==> config.mk <==
export PLATFORM = sky130hd
export DESIGN_NAME = ddo_mul
export DESIGN_NICKNAME = d
export VERILOG_FILES = /design/src/rtl/ddo_pkg.sv /design/src/rtl/ddo_mul.sv
export SDC_FILE = /design/constraint.sdc
export NUM_CORES = 2
export LEC_CHECK = 0
export BUFFER_PORTS_ARGS = -buffer_cell sky130_fd_sc_hd__clkbuf_2
export CORE_ASPECT_RATIO = 0.7
export CORE_MARGIN = 3
export CORE_UTILIZATION = 56
export CTS_CLUSTER_SIZE = 30
export DETAILED_ROUTE_END_ITERATION = 7
export PLACE_DENSITY_LB_ADDON = 0.3
export SYNTH_ARGS = -nofsm -noshare
export SYNTH_HDL_FRONTEND = slang
export SYNTH_SLANG_ARGS = --single-unit
==> constraint.sdc <==
create_clock -name clk -period 10.5 [get_ports clk]
set_clock_uncertainty 0.15 [all_clocks]
set_input_delay 1.575 -clock clk [delete_from_list [all_inputs] [get_ports clk]]
set_output_delay 1.575 -clock clk [all_outputs]
set_load 0.01 [all_outputs]
==> src/rtl/ddo_pkg.sv <==
package ddo_pkg;

	// item opcodes
	localparam logic OP_TICK = 1'b0;
	localparam logic OP_CMD  = 1'b1;

	// configuration register indexes
	localparam int CFG_IDX_W = 3;
	localparam int CFG_DATA_W = 24;
	localparam logic [CFG_IDX_W-1:0] REG_WHEEL_RADIUS   = 3'd0;
	localparam logic [CFG_IDX_W-1:0] REG_INV_WHEEL_SEP  = 3'd1;
	localparam logic [CFG_IDX_W-1:0] REG_HALF_WHEEL_SEP = 3'd2;
	localparam logic [CFG_IDX_W-1:0] REG_INV_WHEEL_RAD  = 3'd3;
	localparam logic [CFG_IDX_W-1:0] REG_CMD_TIMEOUT    = 3'd4;

	// register reset values
	localparam logic [15:0] WHEEL_RADIUS_RST   = 16'd4915;
	localparam logic [23:0] INV_WHEEL_SEP_RST  = 24'd192752;
	localparam logic [15:0] HALF_WHEEL_SEP_RST = 16'd11141;
	localparam logic [23:0] INV_WHEEL_RAD_RST  = 24'd873813;
	localparam logic [20:0] CMD_TIMEOUT_RST    = 21'd629146;

	localparam int ANGLE_STEPS_DEF = 20;
	localparam logic signed [32:0] CORDIC_KINV = 33'sd652032874;
	localparam logic signed [31:0] RAD_TO_BAM  = 32'sd683565276;
	localparam logic [20:0] TIME_MAX = 21'h1FFFFF;

	// multiplier operand and product widths
	localparam int MUL_A_W = 50;
	localparam int MUL_B_W = 32;
	localparam int MUL_P_W = MUL_A_W + MUL_B_W;

	function automatic logic [29:0] atan_bam(input logic [4:0] i);
		logic [29:0] r;
		begin
			case (i)
				5'd0:  r = 30'd536870912;
				5'd1:  r = 30'd316933406;
				5'd2:  r = 30'd167458907;
				5'd3:  r = 30'd85004756;
				5'd4:  r = 30'd42667331;
				5'd5:  r = 30'd21354465;
				5'd6:  r = 30'd10679838;
				5'd7:  r = 30'd5340245;
				5'd8:  r = 30'd2670163;
				5'd9:  r = 30'd1335087;
				5'd10: r = 30'd667544;
				5'd11: r = 30'd333772;
				5'd12: r = 30'd166886;
				5'd13: r = 30'd83443;
				5'd14: r = 30'd41722;
				5'd15: r = 30'd20861;
				5'd16: r = 30'd10430;
				5'd17: r = 30'd5215;
				5'd18: r = 30'd2608;
				5'd19: r = 30'd1304;
				5'd20: r = 30'd652;
				5'd21: r = 30'd326;
				5'd22: r = 30'd163;
				5'd23: r = 30'd81;
				5'd24: r = 30'd41;
				5'd25: r = 30'd20;
				5'd26: r = 30'd10;
				5'd27: r = 30'd5;
				5'd28: r = 30'd3;
				5'd29: r = 30'd1;
				5'd30: r = 30'd1;
				default: r = 30'd0;
			endcase
			return r;
		end
	endfunction

	function automatic logic signed [23:0] sat24(input logic signed [33:0] v);
		logic signed [23:0] r;
		begin
			if (v > 34'sd8388607)
				r = 24'sh7FFFFF;
			else if (v < -34'sd8388608)
				r = 24'sh800000;
			else
				r = v[23:0];
			return r;
		end
	endfunction

endpackage

==> src/rtl/ddo_mul.sv <==
// Signed multiplier, 16-bit digit of b per cycle: high (signed) digit first.
module ddo_mul (
	input  logic clk,
	input  logic arst_n,
	input  logic start,
	input  logic signed [ddo_pkg::MUL_A_W-1:0] a,
	input  logic signed [ddo_pkg::MUL_B_W-1:0] b,
	output logic done,
	output logic signed [ddo_pkg::MUL_P_W-1:0] prod
);
	localparam logic [1:0] PH_IDLE = 2'd0;
	localparam logic [1:0] PH_HI   = 2'd1;
	localparam logic [1:0] PH_LO   = 2'd2;
	localparam int PP_W = ddo_pkg::MUL_A_W + 17;

	logic [1:0] ph_q;
	logic done_q;
	logic signed [ddo_pkg::MUL_A_W-1:0] a_q;
	logic [15:0] blo_q;
	logic [15:0] bhi_q;
	logic signed [ddo_pkg::MUL_P_W-1:0] acc_q;
	logic signed [16:0] dig;
	logic signed [PP_W-1:0] pp;
	logic signed [ddo_pkg::MUL_P_W-1:0] pp_ext;

	always_comb begin
		dig = (ph_q == PH_HI) ? $signed({bhi_q[15], bhi_q}) : $signed({1'b0, blo_q});
		pp = a_q * dig;
		pp_ext = {{(ddo_pkg::MUL_P_W-PP_W){pp[PP_W-1]}}, pp};
	end

	always_ff @(posedge clk or negedge arst_n) begin
		if (!arst_n) begin
			ph_q <= PH_IDLE;
			done_q <= 1'b0;
		end else begin
			done_q <= (ph_q == PH_LO);
			unique case (ph_q)
				PH_IDLE: if (start) ph_q <= PH_HI;
				PH_HI:   ph_q <= PH_LO;
				PH_LO:   ph_q <= PH_IDLE;
				default: ph_q <= PH_IDLE;
			endcase
		end
	end

	always_ff @(posedge clk) begin
		if (ph_q == PH_IDLE && start) begin
			a_q <= a;
			blo_q <= b[15:0];
			bhi_q <= b[31:16];
		end
		if (ph_q == PH_HI)
			acc_q <= pp_ext;
		else if (ph_q == PH_LO)
			acc_q <= (acc_q <<< 16) + pp_ext;
	end

	assign done = done_q;
	assign prod = acc_q;
endmodule

* Word-level counts from Yosys, hierarchy flattened
Index checks and enable logic that the tools add are counted.
** Operators by class
- $add $sub $neg :: 1
- $mul :: 1
- Equality and inequality tests :: 3
- Multiplexer cells :: 5
- Reductions and logical operators :: 3
** Operators by type and width (number)
- 82-bit 2-to-1 mux :: 2
- 82-bit by 67-bit adder with 82-bit output :: 1
- 50-bit by 17-bit multiplier with 67-bit output :: 1
- 17-bit 2-to-1 mux :: 1
- 2-bit case mux with 2 select lines :: 1
- 2-bit by 1-bit == test with 1-bit output (second input constant) :: 1
- 2-bit == test (second input constant) :: 1
- 2-bit logical NOT :: 1
- 2-bit 2-to-1 mux :: 1
- 2-bit inequality test (second input constant) :: 1
- 2-bit nonzero test :: 1
- 1-bit logical AND :: 1
** Storage, ports and cells
- Bits in registers :: 167
- Bits of input ports :: 85
- Output and inout port bits :: 83
- Logic and storage cells :: 19

* Depth between registers and ports, before layout
- Depth after elaboration :: 6
- Gate-level depth with buffers :: 43
- Depth with buffers taken out :: 39

* Least setup slack after synthesis
OpenSTA, ideal clock, no wires.
- Kind :: register to register
- Start :: register ph_q[1]
- End :: register acc_q (netlist bit prod[81]) (data pin)
- Setup time :: 300 ps
- Arrival time :: 9163 ps
- Data required time :: 10050 ps
- Setup slack :: 887 ps
- Stages on the path, launching flop included :: 38
- Buffers on the path :: 2
- Clock period less this slack :: 9613 ps
- Path through :: dfrtp_1 -> inv_1 -> ha_1 -> clkbuf_1 -> mux2_2 -> clkbuf_1 -> and2_1 -> fa_1 -> inv_1 -> fa_1 -> fa_1 -> fa_1 -> inv_1 -> fa_1 -> inv_1 -> fa_1 -> inv_1 -> ha_1 -> (+2 left out) -> a21o_1 -> nand3_1 -> a211oi_1 -> o21ai_1 -> a21oi_2 -> a21oi_1 -> xnor2_1 -> ha_1 -> a21o_1 -> a21o_1 -> a21o_1 -> a21o_1 -> a21o_1 -> nor2_1 -> o211a_1 -> o21a_1 -> nand2_1 -> xor2_1
** On the way
- Cells in the longest elaborated chain, start to end :: 6
** Ends and longest elaborated chain
- start, declared :: RTL line ddo_mul.sv:16 : logic [1:0] ph_q;
- start signal, assigned :: RTL line ddo_mul.sv:34 : ph_q <= PH_IDLE;
- start signal, assigned :: RTL line ddo_mul.sv:39 : PH_IDLE: if (start) ph_q <= PH_HI;
- start signal, assigned :: RTL line ddo_mul.sv:40 : PH_HI: ph_q <= PH_LO;
- 2-bit by 1-bit == test with 1-bit output (*) :: RTL line ddo_mul.sv:27, ddo_mul.sv:53
- 17-bit 2-to-1 mux :: RTL line ddo_mul.sv:27 : dig = (ph_q == PH_HI) ? $signed({bhi_q[15], bhi_q}) : $signed({1'b0, blo_q});
- 50-bit by 17-bit multiplier with 67-bit output :: RTL line ddo_mul.sv:28 : pp = a_q * dig;
- 82-bit by 67-bit adder with 82-bit output :: RTL line ddo_mul.sv:56 : acc_q <= (acc_q <<< 16) + pp_ext;
- 82-bit 2-to-1 mux :: RTL line ddo_mul.sv:55 : else if (ph_q == PH_LO)
- 82-bit 2-to-1 mux (*) :: RTL line ddo_mul.sv:53 : if (ph_q == PH_HI)
- end signal, assigned :: RTL line ddo_mul.sv:54 : acc_q <= pp_ext;
- end signal, assigned :: RTL line ddo_mul.sv:56
- end, declared :: RTL line ddo_mul.sv:21 : logic signed [ddo_pkg::MUL_P_W-1:0] acc_q;
Mark *: on every way between the ends. The rest lies on a longest branch, timed or not. The select of a mux whose other input is x is not followed.
A chain may end at the register's enable or synchronous reset.

* Worst setup path in the final report
- Start :: register ph_q[1]
- End :: register acc_q (netlist bit prod[73]) (data pin)
The elaborated chain is that of the path after synthesis.

==> reports/metrics.csv <==
metric;value;unit
clk root buf;clkbuf_16;
CTS tree;yes;
final hold violation count;0;
Crit Path Max Fanout;18;
synth warn;0;
upper clock frequency limit;0.0985;GHz
Hold Path Class;reg2reg;
Primary FF master, synth;edfxtp_1;
# IOs;168;
initial antenna violation count;3;
setup slack after layout;0.346;ns
Slew HR;0.328;
Req. time, crit path;10.59;ns
syn nets;5231;
Worst setup startpoint;ph_q[1]$_DFFE_PN0P_;
final setup fails;0;
commonest non-fill, non-tap cell in the layout;inv_1;
DP Worst Slack;-0.0191;ns
type of origin of the critical path;flip-flop;
most frequent cells in the layout;inv_1 (888), fa_1 (790), nand2_1 (617), ha_1 (215), and2_1 (211);
hold path depth;1;
Mapped Avg Cell Area;9.21;um^2
row cnt;79;
die area;71100;um^2
Post-synth EDFFs;164;
worst r2r path cells;39;
post-route minimum period;10.15;ns
share of flip-flops with an asynchronous set or reset;0.0180;
status;finished clean;
CTS sink cnt;167;
worst hold start;ph_q[1]$_DFFE_PN0P_;
detailed-router iteration count before antenna repair;6;
detailed placement HPWL;86500;um
Core Box Area;66800;um^2
H-tree levels;4;
delay of the slowest critical-path stage;0.58;ns
CTS Buf Count;17;
Routed WL;112000;um
Antenna Violating Nets Remaining;0;
first-pass GRT wire length;172000;um
Cells after Synth;4129;
routability congestion estimate;0.974;
Area contributors post-synth;fa_1 (42%), edfxtp_1 (13%), inv_1 (8.8%);
Crit. End Element;flip-flop;
P&R area growth vs syn;9.13;%
met1 Track Usage GR;0.450;
DR DRC count;0;
grt total ovfl;0;
synthesized flop and latch total;167;
largest area contributor in the netlist;fa_1;
Die Span Y;224;um
Pins Over Slew Limit;0;
Clock Pin Slew Worst Setup and Hold Paths;0.10;ns
share of cells above drive strength 1;0.106;
met2 global-route usage;0.463;
vias in the first global route;30426;
Critical R2R Launch;ph_q[1]$_DFFE_PN0P_;
Max stage delay cell, worst path;fa_1;
maximum clock path buffer count;2;
vias;29348;
Yosys top cell area share;0.417;
post-DR wirelength/cell;21.6;um
Initial Util;0.569;
maximum capacitance violations;0;
I/O Buffers;167;
global route hottest layer;met2;
die width;318;um
Hold Slack;0.472;ns
DR vias/cell;5.68;
sequential share of the synthesized area;0.131;
Slew @ Worst Pin;1.01;ns
Clk Latency, worst-skew pair;0.52;ns
Hold-fix buffers, CTS;0;
Yosys cell types;79;
GR met3 Demand/Resource;0.0999;
Nets;5364;
CP arrival;10.25;ns
Iteration-0 DRC Markers;2853;
most frequent CP cell;fa_1;
critical path class;reg2reg;
gr usage total;0.314;
Mapped Area;38000;um^2
pin count of the biggest net entering global routing;73;
fin crit share;0.967;
-- synth_stat cells (all sizes together) (12+ instances only) --
cell,count
nand4,36
xor2,54
a21oi,159
fa,792
nand2,618
nor2,131
and2,213
o21ai,133
and3,15
o21bai,18
mux2,27
ha,225
nand3,26
a211oi,20
nor2b,115
nand2b,13
clkbuf,167
o21a,13
a21o,72
edfxtp,164
nor3,13
buf,20
o211ai,13
a31oi,12
inv,889
xnor2,75
-- worst max-delay path: cells and delay by family, from the launching register on --
family,cells,cell delay [ns]
muxes,1,0.32
AOI/OAI and AO/OA,7,1.43
DFF,1,0.42
adders and majority gates,9,4.16
buffers and inverters,10,1.08
and+or+nand+nor,10,1.90
xor gates and xnor gates,2,0.38
-- final timing paths --
kind | endpoint | slack, ns
max | prod[73]$_DFFE_PP_ | 0.35
min | done$_DFF_PN0_ | 0.47
max reg2reg | prod[73]$_DFFE_PP_ | 0.35
min reg2reg | done$_DFF_PN0_ | 0.47
max in group asynchronous | ph_q[0]$_DFFE_PN0P_ | 9.39
min in group asynchronous | done$_DFF_PN0_ | 0.68
-- what timing repair did --
item,in CTS,in global routing
buffers inserted,0,20
resized for setup,2,98
pin swaps,0,26
cloned,0,7
setup endpoints to repair,5,34
-- metal layers --
metal,up-vias,part of all wire
met4,6,0.028
met2,1573,0.42
met1,14688,0.42
met3,213,0.13
li1,12868,-
met5,-,0.00074
-- logic make-up (layout without fill, tap and decap cells) --
family	Yosys count	count (layout)	share of synthesized area
flops	167	167	0.131
fa+ha+maj	1017	1017	0.491
compound gates	496	496	0.0821
simple gates	1214	1214	0.150
mux	29	36	0.00852
buf+inv	1077	1216	0.107
other cells	0	2	0
xor+xnor	129	129	0.0297
-- flip-flops by register name (all words and copies together) (netlist names) --
| signal | count |
|---|---|
| prod | 82 |
| a_q | 50 |
| bhi_q | 16 |
| blo_q | 16 |
| ph_q | 2 |
| done | 1 |
-- per-stage QoR --
step,instance area (um^2),utilization,std cells,setup TNS (ns)
2_1_floorplan,38000,-,4129,0
3_3_place_gp,40100,0.601,5107,0
3_5_place_dp,40100,0.601,5107,-0.0191
4_1_cts,40800,0.610,5139,-0.00268
5_1_grt,41500,0.621,5166,-0.123
6_report,41500,0.621,5168,0
-- area by class of cell --
cell class	instances	area, um^2
sequential	167	5000
timing repair buffer	294	1910
clock buffer	17	425
tap	891	1110
clock inverter	15	201
multi-input combinational	2892	29500
fill	5616	25300
antenna	2	5.00
inverter	890	3340
Power is left out: the tool's default activity adds up to more than one toggle a clock period on the data nets, which glitch-free logic cannot reach.
