### src/rtl/ddo_pkg.sv
package ddo_pkg;

	// item opcodes
	localparam logic OP_TICK = 1'b0;
	localparam logic OP_CMD  = 1'b1;

	// configuration register indexes
	localparam int CFG_IDX_W = 3;
	localparam int CFG_DATA_W = 24;
	localparam logic [CFG_IDX_W-1:0] REG_WHEEL_RADIUS   = 3'd0;
	localparam logic [CFG_IDX_W-1:0] REG_INV_WHEEL_SEP  = 3'd1;
	localparam logic [CFG_IDX_W-1:0] REG_HALF_WHEEL_SEP = 3'd2;
	localparam logic [CFG_IDX_W-1:0] REG_INV_WHEEL_RAD  = 3'd3;
	localparam logic [CFG_IDX_W-1:0] REG_CMD_TIMEOUT    = 3'd4;

	// register reset values
	localparam logic [15:0] WHEEL_RADIUS_RST   = 16'd4915;
	localparam logic [23:0] INV_WHEEL_SEP_RST  = 24'd192752;
	localparam logic [15:0] HALF_WHEEL_SEP_RST = 16'd11141;
	localparam logic [23:0] INV_WHEEL_RAD_RST  = 24'd873813;
	localparam logic [20:0] CMD_TIMEOUT_RST    = 21'd629146;

	localparam int ANGLE_STEPS_DEF = 20;
	localparam logic signed [32:0] CORDIC_KINV = 33'sd652032874;
	localparam logic signed [31:0] RAD_TO_BAM  = 32'sd683565276;
	localparam logic [20:0] TIME_MAX = 21'h1FFFFF;

	// multiplier operand and product widths
	localparam int MUL_A_W = 50;
	localparam int MUL_B_W = 32;
	localparam int MUL_P_W = MUL_A_W + MUL_B_W;

	function automatic logic [29:0] atan_bam(input logic [4:0] i);
		logic [29:0] r;
		begin
			case (i)
				5'd0:  r = 30'd536870912;
				5'd1:  r = 30'd316933406;
				5'd2:  r = 30'd167458907;
				5'd3:  r = 30'd85004756;
				5'd4:  r = 30'd42667331;
				5'd5:  r = 30'd21354465;
				5'd6:  r = 30'd10679838;
				5'd7:  r = 30'd5340245;
				5'd8:  r = 30'd2670163;
				5'd9:  r = 30'd1335087;
				5'd10: r = 30'd667544;
				5'd11: r = 30'd333772;
				5'd12: r = 30'd166886;
				5'd13: r = 30'd83443;
				5'd14: r = 30'd41722;
				5'd15: r = 30'd20861;
				5'd16: r = 30'd10430;
				5'd17: r = 30'd5215;
				5'd18: r = 30'd2608;
				5'd19: r = 30'd1304;
				5'd20: r = 30'd652;
				5'd21: r = 30'd326;
				5'd22: r = 30'd163;
				5'd23: r = 30'd81;
				5'd24: r = 30'd41;
				5'd25: r = 30'd20;
				5'd26: r = 30'd10;
				5'd27: r = 30'd5;
				5'd28: r = 30'd3;
				5'd29: r = 30'd1;
				5'd30: r = 30'd1;
				default: r = 30'd0;
			endcase
			return r;
		end
	endfunction

	function automatic logic signed [23:0] sat24(input logic signed [33:0] v);
		logic signed [23:0] r;
		begin
			if (v > 34'sd8388607)
				r = 24'sh7FFFFF;
			else if (v < -34'sd8388608)
				r = 24'sh800000;
			else
				r = v[23:0];
			return r;
		end
	endfunction

endpackage

### src/rtl/ddo_cordic.sv
// Rotation-mode CORDIC, one micro-rotation per cycle, quadrant folded in after.
module ddo_cordic #(
	parameter int ANGLE_STEPS = ddo_pkg::ANGLE_STEPS_DEF
) (
	input  logic clk,
	input  logic arst_n,
	input  logic start,
	input  logic [31:0] heading,
	output logic done,
	output logic signed [31:0] cos_v,
	output logic signed [31:0] sin_v
);
	localparam int CW = $clog2(ANGLE_STEPS + 1);

	logic busy_q;
	logic done_q;
	logic [CW-1:0] it_q;
	logic [1:0] q_q;
	logic signed [32:0] x_q;
	logic signed [32:0] y_q;
	logic signed [33:0] z_q;
	logic [31:0] hq;
	logic [31:0] resid;
	logic [4:0] idx;
	logic signed [33:0] at;

	always_comb begin
		hq = heading + 32'h2000_0000;
		resid = heading - {hq[31:30], 30'd0};
		idx = 5'(it_q);
		at = $signed({4'd0, ddo_pkg::atan_bam(idx)});
	end

	always_ff @(posedge clk or negedge arst_n) begin
		if (!arst_n) begin
			busy_q <= 1'b0;
			done_q <= 1'b0;
			it_q <= '0;
		end else if (start) begin
			busy_q <= 1'b1;
			done_q <= 1'b0;
			it_q <= '0;
		end else if (busy_q) begin
			it_q <= it_q + 1'b1;
			if (it_q == CW'(ANGLE_STEPS - 1)) begin
				busy_q <= 1'b0;
				done_q <= 1'b1;
			end
		end
	end

	always_ff @(posedge clk) begin
		if (start) begin
			q_q <= hq[31:30];
			x_q <= ddo_pkg::CORDIC_KINV;
			y_q <= '0;
			z_q <= {{2{resid[31]}}, resid};
		end else if (busy_q) begin
			if (!z_q[33]) begin
				x_q <= x_q - (y_q >>> idx);
				y_q <= y_q + (x_q >>> idx);
				z_q <= z_q - at;
			end else begin
				x_q <= x_q + (y_q >>> idx);
				y_q <= y_q - (x_q >>> idx);
				z_q <= z_q + at;
			end
		end
	end

	always_comb begin
		case (q_q)
			2'd0: begin cos_v = x_q[31:0];    sin_v = y_q[31:0];    end
			2'd1: begin cos_v = -y_q[31:0];   sin_v = x_q[31:0];    end
			2'd2: begin cos_v = -x_q[31:0];   sin_v = -y_q[31:0];   end
			default: begin cos_v = y_q[31:0]; sin_v = -x_q[31:0];   end
		endcase
	end

	assign done = done_q;
endmodule

### config.mk
export PLATFORM = sky130hd
export DESIGN_NAME = ddo_cordic
export DESIGN_NICKNAME = d
export VERILOG_FILES = /design/src/rtl/ddo_pkg.sv /design/src/rtl/ddo_cordic.sv
export SDC_FILE = /design/constraint.sdc
export NUM_CORES = 1
export LEC_CHECK = 0
export BUFFER_PORTS_ARGS = -buffer_cell sky130_fd_sc_hd__buf_2
export CORE_MARGIN = 2
export CORE_UTILIZATION = 40
export DETAILED_ROUTE_END_ITERATION = 10
export PLACE_DENSITY_LB_ADDON = 0.3
export SLEW_MARGIN = 10
export SYNTH_ARGS = -nofsm -noshare
export SYNTH_HDL_FRONTEND = slang
export SYNTH_SLANG_ARGS = --single-unit
### constraint.sdc
create_clock -name clk -period 11.8 [get_ports clk]
set_input_delay 0.59 -clock clk [delete_from_list [all_inputs] [get_ports clk]]
set_output_delay 0.59 -clock clk [all_outputs]
set_load 0.005 [all_outputs]
# [Word level (Yosys, flattened, before mapping)]
# Memories as Yosys holds them, arrays and structs flattened.
# Index checks and enable logic that the tools add are counted.
[word_totals] regBits=109 elab_cells=43 n_memories=1 output_inout_bits=65 rom_bits=960
[mem_list] memory="(name not given)" depth=32 word_bits=30 rd=1 rd_ports_with_merged_regs=0 write_ports=0 line="ddo_pkg.sv:36" rtl="case (i)"
[classes] addsub=11 n_eq_ne=3 shifts=2 n_mux=15 n_reduce_logical=4
[ops] cell="case mux 32 bit (3 select lines)" n=2
[ops] cell="2-to-1 mux 34 bit" n=3
[ops] cell="adder 33 bit" n=2
[ops] cell="2-to-1 mux 33 bit" n=2
[ops] cell=">>> shifter 33 x 5 -> 33 bit" n=2
[ops] cell="subtractor 33 bit" n=2
[ops] cell="negator 32 bit" n=2
[ops] cell="adder 34 x 31 -> 34 bit" n=1
[ops] cell="subtractor 34 x 31 -> 34 bit" n=1
[ops] cell="adder 32 x 30 -> 32 bit (second input constant)" n=1
[ops] cell="subtractor 32 bit" n=1
[ops] cell="2-to-1 mux 5 bit" n=2
[ops] cell="2-to-1 mux 1 bit" n=6
[ops] cell="adder 5 x 1 -> 5 bit (second input constant)" n=1
[ops] cell="== test 5 bit (second input constant)" n=1
[ops] cell="nonzero test 2 bit" n=2
[ops] cell="== test 2 x 1 -> 1 bit (second input constant)" n=1
[ops] cell="== test 2 bit (second input constant)" n=1
[ops] cell="logical NOT 2 bit" n=1
[ops] cell="AND reduction 2 bit" n=1

# [Longest topological paths before layout]
# Gate-level depths: netlist of the first run.
# An unclocked memory read counts as a cell.
[depth] ltp_word=5 ltp_mapped=29

# [Worst setup path before layout of the first run]
# No wires, ideal clock.
[synth_timing] path_type="register -> register" startpoint="register it_q[1], in the netlist idx[1]" endpoint="register z_q[32] (data pin)" arrival_time_ns=5.685 path_buffers=6 stages_incl_launch_ff=28 t_required_ns=11.528 slack_ns=5.843 cell_sequence="dfrtp_1 > buf_4 > buf_6 > buf_6 > buf_4 > buf_4 > inv_2 > ha_1 > clkbuf_1 > nand2b_1 > nand2_1 > mux4_2 > and2_1 > and2_1 > and3_1 > nor2_1 > xnor2_1 > ha_1 > a21o_1 > a21o_1 > a211oi_1 > o22ai_1 > a31o_2 > a221o_1 > a211oi_1 > o31ai_1 > xnor2_1 > o21ai_0"
[synth_via] elab_chain_len=5
[synth_lines] element="from (decl)" line="ddo_cordic.sv:17" rtl="logic [CW-1:0] it_q;"
[synth_lines] element="from (signal assigned)" line="ddo_cordic.sv:44" rtl="it_q <= it_q + 1'b1;"
[synth_lines] element="memory read (32 x 30 bit) *"
[synth_lines] element="subtractor 34 x 31 -> 34 bit or adder 34 x 31 -> 34 bit (tied branches)" line="ddo_cordic.sv:62, ddo_cordic.sv:66"
[synth_lines] element="2-to-1 mux 34 bit *" line="ddo_cordic.sv:59" rtl="if (!z_q[33]) begin"
[synth_lines] element="2-to-1 mux 34 bit *" line="ddo_cordic.sv:58" rtl="end else if (busy_q) begin"
[synth_lines] element="2-to-1 mux 34 bit *" line="ddo_cordic.sv:53" rtl="if (start) begin"
[synth_lines] element="to (signal assigned)" line="ddo_cordic.sv:57" rtl="z_q <= {{2{resid[31]}}, resid};"
[synth_lines] element="to (signal assigned)" line="ddo_cordic.sv:62" rtl="z_q <= z_q - at;"
[synth_lines] element="to (signal assigned)" line="ddo_cordic.sv:66" rtl="z_q <= z_q + at;"
[synth_lines] element="to (decl)" line="ddo_cordic.sv:21" rtl="logic signed [33:0] z_q;"
# Mark *: on every way between the ends. The rest lies on a longest branch, timed or not. The select of a mux whose other input is x is not followed.
# A chain may end at the register's enable or synchronous reset.

# [Final worst setup path of the first run]
[layout_timing] startpoint="register it_q[0], in the netlist idx[0]" endpoint="register x_q[27]"
[layout_via] elab_chain_len=3
[layout_lines] element=">>> shifter 33 x 5 -> 33 bit *" line="ddo_cordic.sv:60, ddo_cordic.sv:64"
[layout_lines] element="subtractor 33 bit or adder 33 bit (tied branches)" line="ddo_cordic.sv:60, ddo_cordic.sv:64"
[layout_lines] element="2-to-1 mux 33 bit *" line="ddo_cordic.sv:59"
[layout_lines] element="to (signal assigned)" line="ddo_cordic.sv:55" rtl="x_q <= ddo_pkg::CORDIC_KINV;"
[layout_lines] element="to (signal assigned)" line="ddo_cordic.sv:60" rtl="x_q <= x_q - (y_q >>> idx);"
[layout_lines] element="to (signal assigned)" line="ddo_cordic.sv:64" rtl="x_q <= x_q + (y_q >>> idx);"
[layout_lines] element="to (decl)" line="ddo_cordic.sv:19" rtl="logic signed [32:0] x_q;"
# Mark *: on every way between the ends. The rest lies on a longest branch, timed or not.

==> key figures, run 1 <==
STA
  – Tightest Pin Transition: 1.23 ns
  – Tmin final: 7.56 ns
  – TNS Setup: 0 ns
  – Worst slew margin: 18.2%
  – Max Freq: 132 MHz
  – Final period utilization: 64.1%
  – RSZ-0062 raised after global routing: false
  – Setup violations, final: 0
  – Clock skew: 0.0154 ns
  – Final hold vios: 0
  – Final Max Tran Viols: 0

Pwr
  – Total power divided by cell area: 351 nW/µm²
  – VDD IR max: 0.126 mV
  – Leak: 8.22 nW
  – Total design power: 6.99 mW

Clock tree
  – CTS tree: yes
  – H-tree levels: 3
  – PostCTS Resize Cnt: 0
  – Worst-skew pair later-pin latency: 0.42 ns
  – Total CTS buffers: 9
  – Clock Sinks: 109
  – Setup bufs post-CTS: 0
  – Clk root buf: clkbuf_16
  – Clk pin slew, worst setup/hold paths: 0.09 ns
  – CTS Hold Bufs: 0
  – CTS max path bufs: 2

Layout
  – P&R area growth vs syn: 4.91%
  – Final nets: 2557
  – Most frequent cells in the layout: 260 x nand2_1, 225 x nor2_1, 207 x a21oi_1
  – Most common cell after layout, fill and taps aside: nand2_1
  – Layout cell share with drive strength beyond 1: 13.2%
  – # diodes: 0
  – Layout fillers: 4711
  – Final Instance Area: 19900 µm²

Die
  – Die area: 49200 µm²
  – Starting Density: 40.6%
  – Die W: 222 µm
  – Die height: 222 µm
  – # rows: 79
  – Core area: 46800 µm²
  – I/O pin cnt: 100

Worst setup path
  – Required time of the critical path: 12.10 ns
  – Crit-path max FO: 62
  – Crit. End Element: register
  – Element type at the critical path start: register
  – Reg2reg start: idx[0]
  – Critical Path AT: 7.86 ns
  – R2R setup slack: 4.24 ns
  – Reg-to-reg endpoint: x_q[27]
  – Crit Path Class: reg2reg
  – Worst R2R Path Depth: 21

Detailed routing
  – Residual DRC: 0
  – Antenna Nets Post-Route: 0
  – Drt total wl: 70.5 mm
  – DR WL/cell: 23.4 µm
  – Initial DRC Count: 2068
  – Routed vias/inst: 6.42
  – DR vias: 19400
  – Drt first pass iters: 6

Logic synthesis
  – Syn Std Cell Area: 19000 µm²
  – Synth warn: 0
  – Synth unique cells: 103
  – Mean Syn Cell Area: 7.72 µm²
  – Post-synth EDFFs: 36
  – Mapped Nets: 2612
  – Cells after synthesis: 2460
  – Ys async rst share: 6.42%
  – Synth Register Bits: 109
  – Most used DFF post-synth: dfxtp_1
  – Sequential share of the synthesized area: 13.6%

Global route
  – M2 GR Usage: 42.5%
  – M3 GR Usage: 5.58%
  – Initial antenna violation count: 1
  – Largest net degree at the start of global routing: 95
  – GRT Util Overall: 28.2%
  – First-pass GRT wire length: 109 mm
  – GRT met1 Usage: 39.5%
  – Gr busiest metal: met2
  – Vias in the first global route: 18000
  – Global route overflow: 0

Hold path
  – Tightest Hold Check Type: in2async

Run status
  – Status: complete, no violations

Placement
  – HPWL after DPL: 52.6 mm
  – Placed Area: 19600 µm²
  – GPL Wtd Cong: 0.964
  – Port bufs: 99

Flow run
  – Max_cap viols: 0
state kept, by name, summed over array words and instances (netlist names):
register and flops:
busy_q 1, q_q 2, done 1, x_q 33, z_q 34, idx 5, y_q 33
kinds of logic (layout without fill, tap and decap cells):
logic type | after synthesis | count (layout) | synth area share, %
muxes | 201 | 201 | 16.8
xor gates and xnor gates | 234 | 234 | 10.8
DFF | 109 | 109 | 13.6
buffers and inverters | 254 | 204 | 5.81
adders and majority gates | 117 | 117 | 7.83
and+or+nand+nor | 838 | 838 | 21.4
AOI/OAI and AO/OA | 707 | 707 | 23.9
cell usage after synthesis, types with 32 or more instances:
cell type / instances / area (µm²)
dfxtp_1: 66 / 1320
nand3_1: 50 / 250
xnor2_1: 148 / 1300
a211oi_1: 32 / 240
inv_1: 49 / 184
a21o_1: 44 / 330
nor3_1: 63 / 315
o21ai_0: 154 / 771
a31oi_1: 34 / 213
edfxtp_1: 36 / 1080
nand2_1: 260 / 976
mux2_2: 35 / 394
o21a_1: 34 / 255
a21oi_1: 207 / 1040
ha_1: 114 / 1430
xor2_1: 86 / 753
mux2i_1: 76 / 761
nor2_1: 227 / 852
clkbuf_1: 129 / 484
o31ai_1: 34 / 255
mux4_2: 77 / 1730
metal layers:
metal | routed length [µm] | part of all wire (%)
met1 | 31200 | 44
met2 | 30200 | 43
met3 | 6430 | 9.1
met4 | 2700 | 3.8
met5 | 0 | 0
final cells by class:
cell class              count  area [µm²]  area share [%]
inverters                  53         199           0.998
clock inverters             5        43.8           0.220
well taps                 607         759            3.81
multi-input cells        2097       15300            76.9
repair buffers            135         768            3.86
clock buffers              11         243            1.22
flip-flops and latches    109        2590            13.0
worst max-delay path by stage:
| stage | startpoint | endpoint | slack (ns) | depth (start not counted) |
|---|---|---|---|---|
| 3_5_place_dp | idx[0] | x_q[27] | 4.34 | 21 |
| 5_1_grt | idx[0] | x_q[27] | 3.80 | 21 |
| 4_1_cts | idx[0] | x_q[27] | 4.33 | 21 |
| 3_3_place_gp | idx[0] | x_q[27] | 4.46 | 21 |
| 6_report | idx[0] | x_q[27] | 4.24 | 21 |
| 2_1_floorplan | idx[1] | z_q[32] | 5.84 | 27 |
stage by stage:
stage               hold WS [ns]  utilization (%)  worst slack [ns]  std cells
floorplan                  0.294                -              5.84       2460
global route              0.0419             42.6              3.80       3017
CTS                       0.0268             42.6              4.33       3017
global placement           0.472             42.0              4.46       3001
finish                    0.0328             42.6              4.24       3017
detailed placement         0.478             42.0              4.34       3001
where the power goes:
group	switching (mW)	internal (mW)	total (mW)
registers	0.399	0.595	0.995
logic	3.18	2.48	5.66
clock network	0.177	0.152	0.329
total	3.76	3.23	6.99
critical path, stage by stage (launching register included):
cell       delay [ns]
dfrtp_4          0.68
buf_4            0.86
mux4_2           0.66
mux2i_1          0.46
a21oi_1          0.28
mux2i_1          0.24
ha_1             0.19
nand3_1          0.13
nor3_2           0.59
nor2_1           0.12
xor2_1           0.19
ha_1             0.37
a21o_1           0.18
a21o_1           0.17
a211oi_1         0.23
nor3_1           0.09
a2111oi_2        0.92
a221o_1          0.31
a31o_2           0.25
o21a_1           0.20
nor3b_1          0.20
o31ai_1          0.08
Power figures use the tool's default switching activity.
==> run 2, diff against run 1 <==
clock period = 7.3 ns   (was 11.8 ns; I/O delays follow)
==> key figures, run 2 (synthesized netlist as in run 1, its figures left out) <==
Run status
  – Status: complete, no violations

Detailed routing
  – DR WL/cell: 23.8 µm
  – Residual DRC: 0
  – DR vias: 19500
  – Drt total wl: 72.5 mm
  – Routed vias/inst: 6.42
  – Antenna Nets Post-Route: 0
  – Drt first pass iters: 6
  – Initial DRC Count: 2014

Placement
  – Placement Setup Slack: 0.508 ns
  – GPL Wtd Cong: 1.00
  – HPWL after DPL: 55.2 mm
  – Port bufs: 99
  – Placed Area: 19900 µm²

Layout
  – P&R area growth vs syn: 6.32%
  – Largest register FFs: 34
  – Biggest regs: z_q: 34 flops, x_q: 33 flops, y_q: 33 flops
  – Layout cell share with drive strength beyond 1: 14.1%
  – Biggest register: z_q
  – # diodes: 0
  – Final core occ: 43.2%
  – Final nets: 2583
  – Most frequent cells in the layout: 260 x nand2_1, 226 x nor2_1, 207 x a21oi_1
  – Final Instance Area: 20200 µm²
  – Most common cell after layout, fill and taps aside: nand2_1

Clock tree
  – Worst-skew pair later-pin latency: 0.42 ns
  – Clock Sinks: 109
  – CTS tree: yes
  – Total CTS buffers: 9
  – Clk pin slew, worst setup/hold paths: 0.10 ns
  – H-tree levels: 3
  – Clk root buf: clkbuf_16
  – CTS max path bufs: 2

Hold path
  – Tightest Hold Check Type: in2reg
  – Min-Delay Startpoint: heading[11]

Global route
  – Largest net degree at the start of global routing: 81
  – Vias in the first global route: 18200
  – GRT Util Overall: 28.7%
  – Global route overflow: 0
  – First-pass GRT wire length: 110 mm
  – Initial antenna violation count: 1

Worst setup path
  – Crit. End Element: register
  – Critical Path AT: 7.24 ns
  – Element type at the critical path start: register
  – Crit Path Class: reg2reg
  – Reg2reg start: idx[0]
  – Crit-path max FO: 33
  – Critical Path Start: idx[0]
  – Required time of the critical path: 7.65 ns

Pwr
  – VDD IR max: 0.243 mV
  – Total design power: 11.5 mW
  – Total power divided by cell area: 569 nW/µm²
  – Leak: 8.38 nW

Die
  – Die W: 222 µm
  – Core area: 46800 µm²
  – Die height: 222 µm
  – Starting Density: 40.6%
  – Die area: 49200 µm²
  – I/O pin cnt: 100
  – # rows: 79

STA
  – RSZ-0062 raised after global routing: false
  – Setup violations, final: 0
  – Clock skew: 0.0190 ns
  – Tmin final: 6.88 ns
  – Final Max Tran Viols: 0
  – Tightest Pin Transition: 1.03 ns
  – Final hold vios: 0
  – Final period utilization: 94.3%
  – Setup ws final: 0.417 ns
  – TNS Setup: 0 ns
  – Worst slew margin: 31.5%
  – Max Freq: 145 MHz

Flow run
  – Max_cap viols: 0
## run 2: worst paths after layout
path                       depth (start not counted)  endpoint  slack [ns]
setup / recovery                                  24   x_q[32]        0.42
hold reg to reg                                    2      done        0.51
max in group asynchronous                          2    idx[1]        6.75
setup reg to reg                                  24   x_q[32]        0.42
min in group asynchronous                          2    idx[2]        0.33
hold / removal                                     3   z_q[11]        0.21
## run 2: power breakdown
group	switching (mW)	internal, mW	total, mW
Sequential	0.661	0.963	1.62
Clock	0.310	0.247	0.557
Combinational	5.25	4.06	9.31
## run 2: stage by stage
step,hold slack (ns),std cells
2_1_floorplan,0.0694,2460
3_3_place_gp,0.243,3026
3_5_place_dp,0.241,3026
5_1_grt,0.214,3043
4_1_cts,0.194,3043
6_report,0.210,3043
## run 2: area by class of cell
type,count,area [µm²]
inverter,53,199
sequential,109,2590
fill,4727,26600
clock buffer,9,225
tap,607,759
timing repair buffer,161,1000
clock inverter,7,83.8
multi-input combinational,2097,15300
## run 2: worst max-delay path, stage by stage, from the launching register on
cell	delay (ns)
dfrtp_4	0.70
buf_12	0.30
buf_12	0.23
mux4_2	0.60
o22ai_1	0.40
a21oi_1	0.30
mux2i_1	0.31
ha_1	0.22
nand3_1	0.17
nor3_4	0.38
and2_1	0.20
nor2b_1	0.26
a21oi_1	0.12
xnor2_1	0.27
ha_1	0.37
and4_1	0.28
and3_1	0.20
a41oi_1	0.18
o21ai_0	0.14
a31oi_1	0.30
a31oi_1	0.16
nor3b_1	0.23
mux2i_1	0.13
a21o_1	0.17
a21oi_1	0.13
## run 2: metal layers
layer / vias up / track usage, % / wire [µm]
li1: 9044 / - / -
met5: - / 0 / 0
met4: 0 / 9.68 / 2310
met2: 911 / 44.9 / 32200
met3: 130 / 7.08 / 6600
met1: 9460 / 38.7 / 31400
## run 2: timing repair
item	CTS	global route
hold buffers	1	0
buffers inserted	0	0
endpoints found under the setup margin	0	1
hold endpoints to repair	7	0
gates resized for setup	0	3
==> run 3, diff against run 2 <==
CTS_BUF_LIST = sky130_fd_sc_hd__clkbuf_8   (was unset)
==> key figures, run 3 (synthesized netlist as in run 1, its figures left out) <==
Run status
  – Status: complete, no violations

Worst setup path
  – Crit-path max FO: 33
  – Required time of the critical path: 7.74 ns
  – Crit Path Class: reg2reg
  – Reg-to-reg endpoint: x_q[32]
  – Element type at the critical path start: register
  – R2R setup slack: 0.45 ns
  – Reg2reg start: idx[0]
  – Worst R2R Path Depth: 23
  – Crit. End Element: register
  – Critical Path AT: 7.30 ns

STA
  – Clock skew: 0.0319 ns
  – Final Max Tran Viols: 0
  – TNS Setup: 0 ns
  – Setup violations, final: 0
  – Final period utilization: 93.9%
  – Setup ws final: 0.448 ns
  – Worst slew margin: 33.5%
  – Tmin final: 6.85 ns
  – Final hold slack: 0.115 ns
  – RSZ-0062 raised after global routing: false
  – Tightest Pin Transition: 0.986 ns
  – Max Freq: 146 MHz
  – Final hold vios: 0

Detailed routing
  – Drt first pass iters: 6
  – Residual DRC: 0
  – Antenna Nets Post-Route: 0
  – Initial DRC Count: 1985
  – Drt total wl: 72.5 mm
  – WL met1: 31.5 mm
  – DR WL met2: 32.1 mm
  – DR WL/cell: 23.8 µm
  – Routed vias/inst: 6.43
  – Top routing layer in use: met4
  – Metal3 WL: 6.49 mm
  – DR vias: 19600

Hold path
  – Min-Delay Startpoint: heading[11]
  – End of the worst hold path: z_q[11]
  – Hold path cells: 3
  – Tightest Hold Check Type: in2reg

Die
  – # rows: 79
  – Core area: 46800 µm²
  – Die W: 222 µm
  – Die height: 222 µm
  – I/O pin cnt: 100
  – Starting Density: 40.6%
  – Die area: 49200 µm²

Placement
  – Placed Cells: 3026
  – GPL Wtd Cong: 1.00
  – Port bufs: 99
  – HPWL after DPL: 55.2 mm
  – Placed Area: 19900 µm²
  – Placement Setup Slack: 0.508 ns

Global route
  – Vias in the first global route: 18200
  – First-pass GRT wire length: 110 mm
  – Largest net degree at the start of global routing: 81
  – GRT Util Overall: 28.7%
  – Global route overflow: 0
  – Initial antenna violation count: 1

Clock tree
  – CTS tree: yes
  – Worst-skew pair later-pin latency: 0.51 ns
  – Clk pin slew, worst setup/hold paths: 0.15 ns
  – Setup bufs post-CTS: 0
  – CTS max path bufs: 2
  – Clock Sinks: 109
  – H-tree levels: 3
  – Clk root buf: clkbuf_8
  – Total CTS buffers: 9

Layout
  – Layout cell share with drive strength beyond 1: 14.1%
  – Biggest register: z_q
  – Layout fillers: 4739
  – Finished Layout Cells: 3044
  – Most frequent cells in the layout: 260 x nand2_1, 226 x nor2_1, 207 x a21oi_1
  – P&R area growth vs syn: 5.80%
  – Final Instance Area: 20100 µm²
  – Final nets: 2583
  – Largest register FFs: 34
  – Biggest regs: z_q: 34 flops, x_q: 33 flops, y_q: 33 flops
  – Most common cell after layout, fill and taps aside: nand2_1

Pwr
  – Leak: 8.34 nW
  – Total power divided by cell area: 565 nW/µm²
  – VDD IR max: 0.241 mV

Flow run
  – Max_cap viols: 0
run 3: cell types whose count changed in the layout (fill, tap and decap cells not counted), sizes merged:
cell / before / now
diode: 0 / 1
run 3: worst max-delay path by stage:
| stage | start | to | cells past startpoint |
|---|---|---|---|
| floorplan | idx[1] | z_q[32] | 27 |
| global placement | idx[0] | x_q[32] | 24 |
| detailed placement | idx[0] | x_q[32] | 23 |
| CTS | idx[0] | x_q[32] | 24 |
| global route | idx[0] | x_q[32] | 24 |
| finish | idx[0] | x_q[32] | 23 |
run 3: metal layers:
metal	vias to the layer above	global-route usage (%)
li1	9033	-
met2	915	45.0
met4	0	9.63
met1	9485	38.7
met3	134	7.00
met5	-	0
run 3: power by group:
group	total, mW	switching, mW	leakage, nW	internal [mW]
sequential	1.62	0.663	1.02	0.961
clock	0.437	0.299	0.105	0.138
combinational	9.30	5.24	7.21	4.06
run 3: cell type report:
cell class                      count  area (µm²)  area share (%)
Clock buffer                        9         124           0.616
Inverter                           53         199           0.990
Timing Repair Buffer              161        1000            4.99
Multi-Input combinational cell   2097       15300            76.3
Clock inverter                      7        83.8           0.417
Tap cell                          607         759            3.78
Sequential cell                   109        2590            12.9
Antenna cell                        1        2.50          0.0125
run 3: worst max-delay path, cell delays in order, from the launching register on:
cell and delay [ns]:
dfrtp_4 0.71, buf_12 0.30, buf_12 0.23, mux4_2 0.60, o22ai_1 0.38, a21oi_1 0.29
o31ai_1 0.43, nand3_1 0.26, nor3_4 0.43, and3_1 0.30, nor2b_1 0.24, a21oi_1 0.11
xnor2_1 0.23, ha_1 0.35, and4_1 0.26, and3_1 0.20, a41oi_1 0.18, o21ai_0 0.14
a31oi_1 0.29, a31oi_1 0.16, nor3b_1 0.23, mux2i_1 0.13, a21o_1 0.17, a21oi_1 0.12
run 3: what timing repair did:
item / CTS / global route
gates resized for setup: 0 / 3
hold buffers: 1 / 0
endpoints found under the setup margin: 0 / 1
hold endpoints to repair: 7 / 0
run 3: through the flow:
step	power (mW)	utilization, %
floorplan	8.34	-
detailed placement	10.7	42.5
global route	12.4	43.0
global placement	10.6	42.5
CTS	11.2	42.9
finish	11.4	43.0
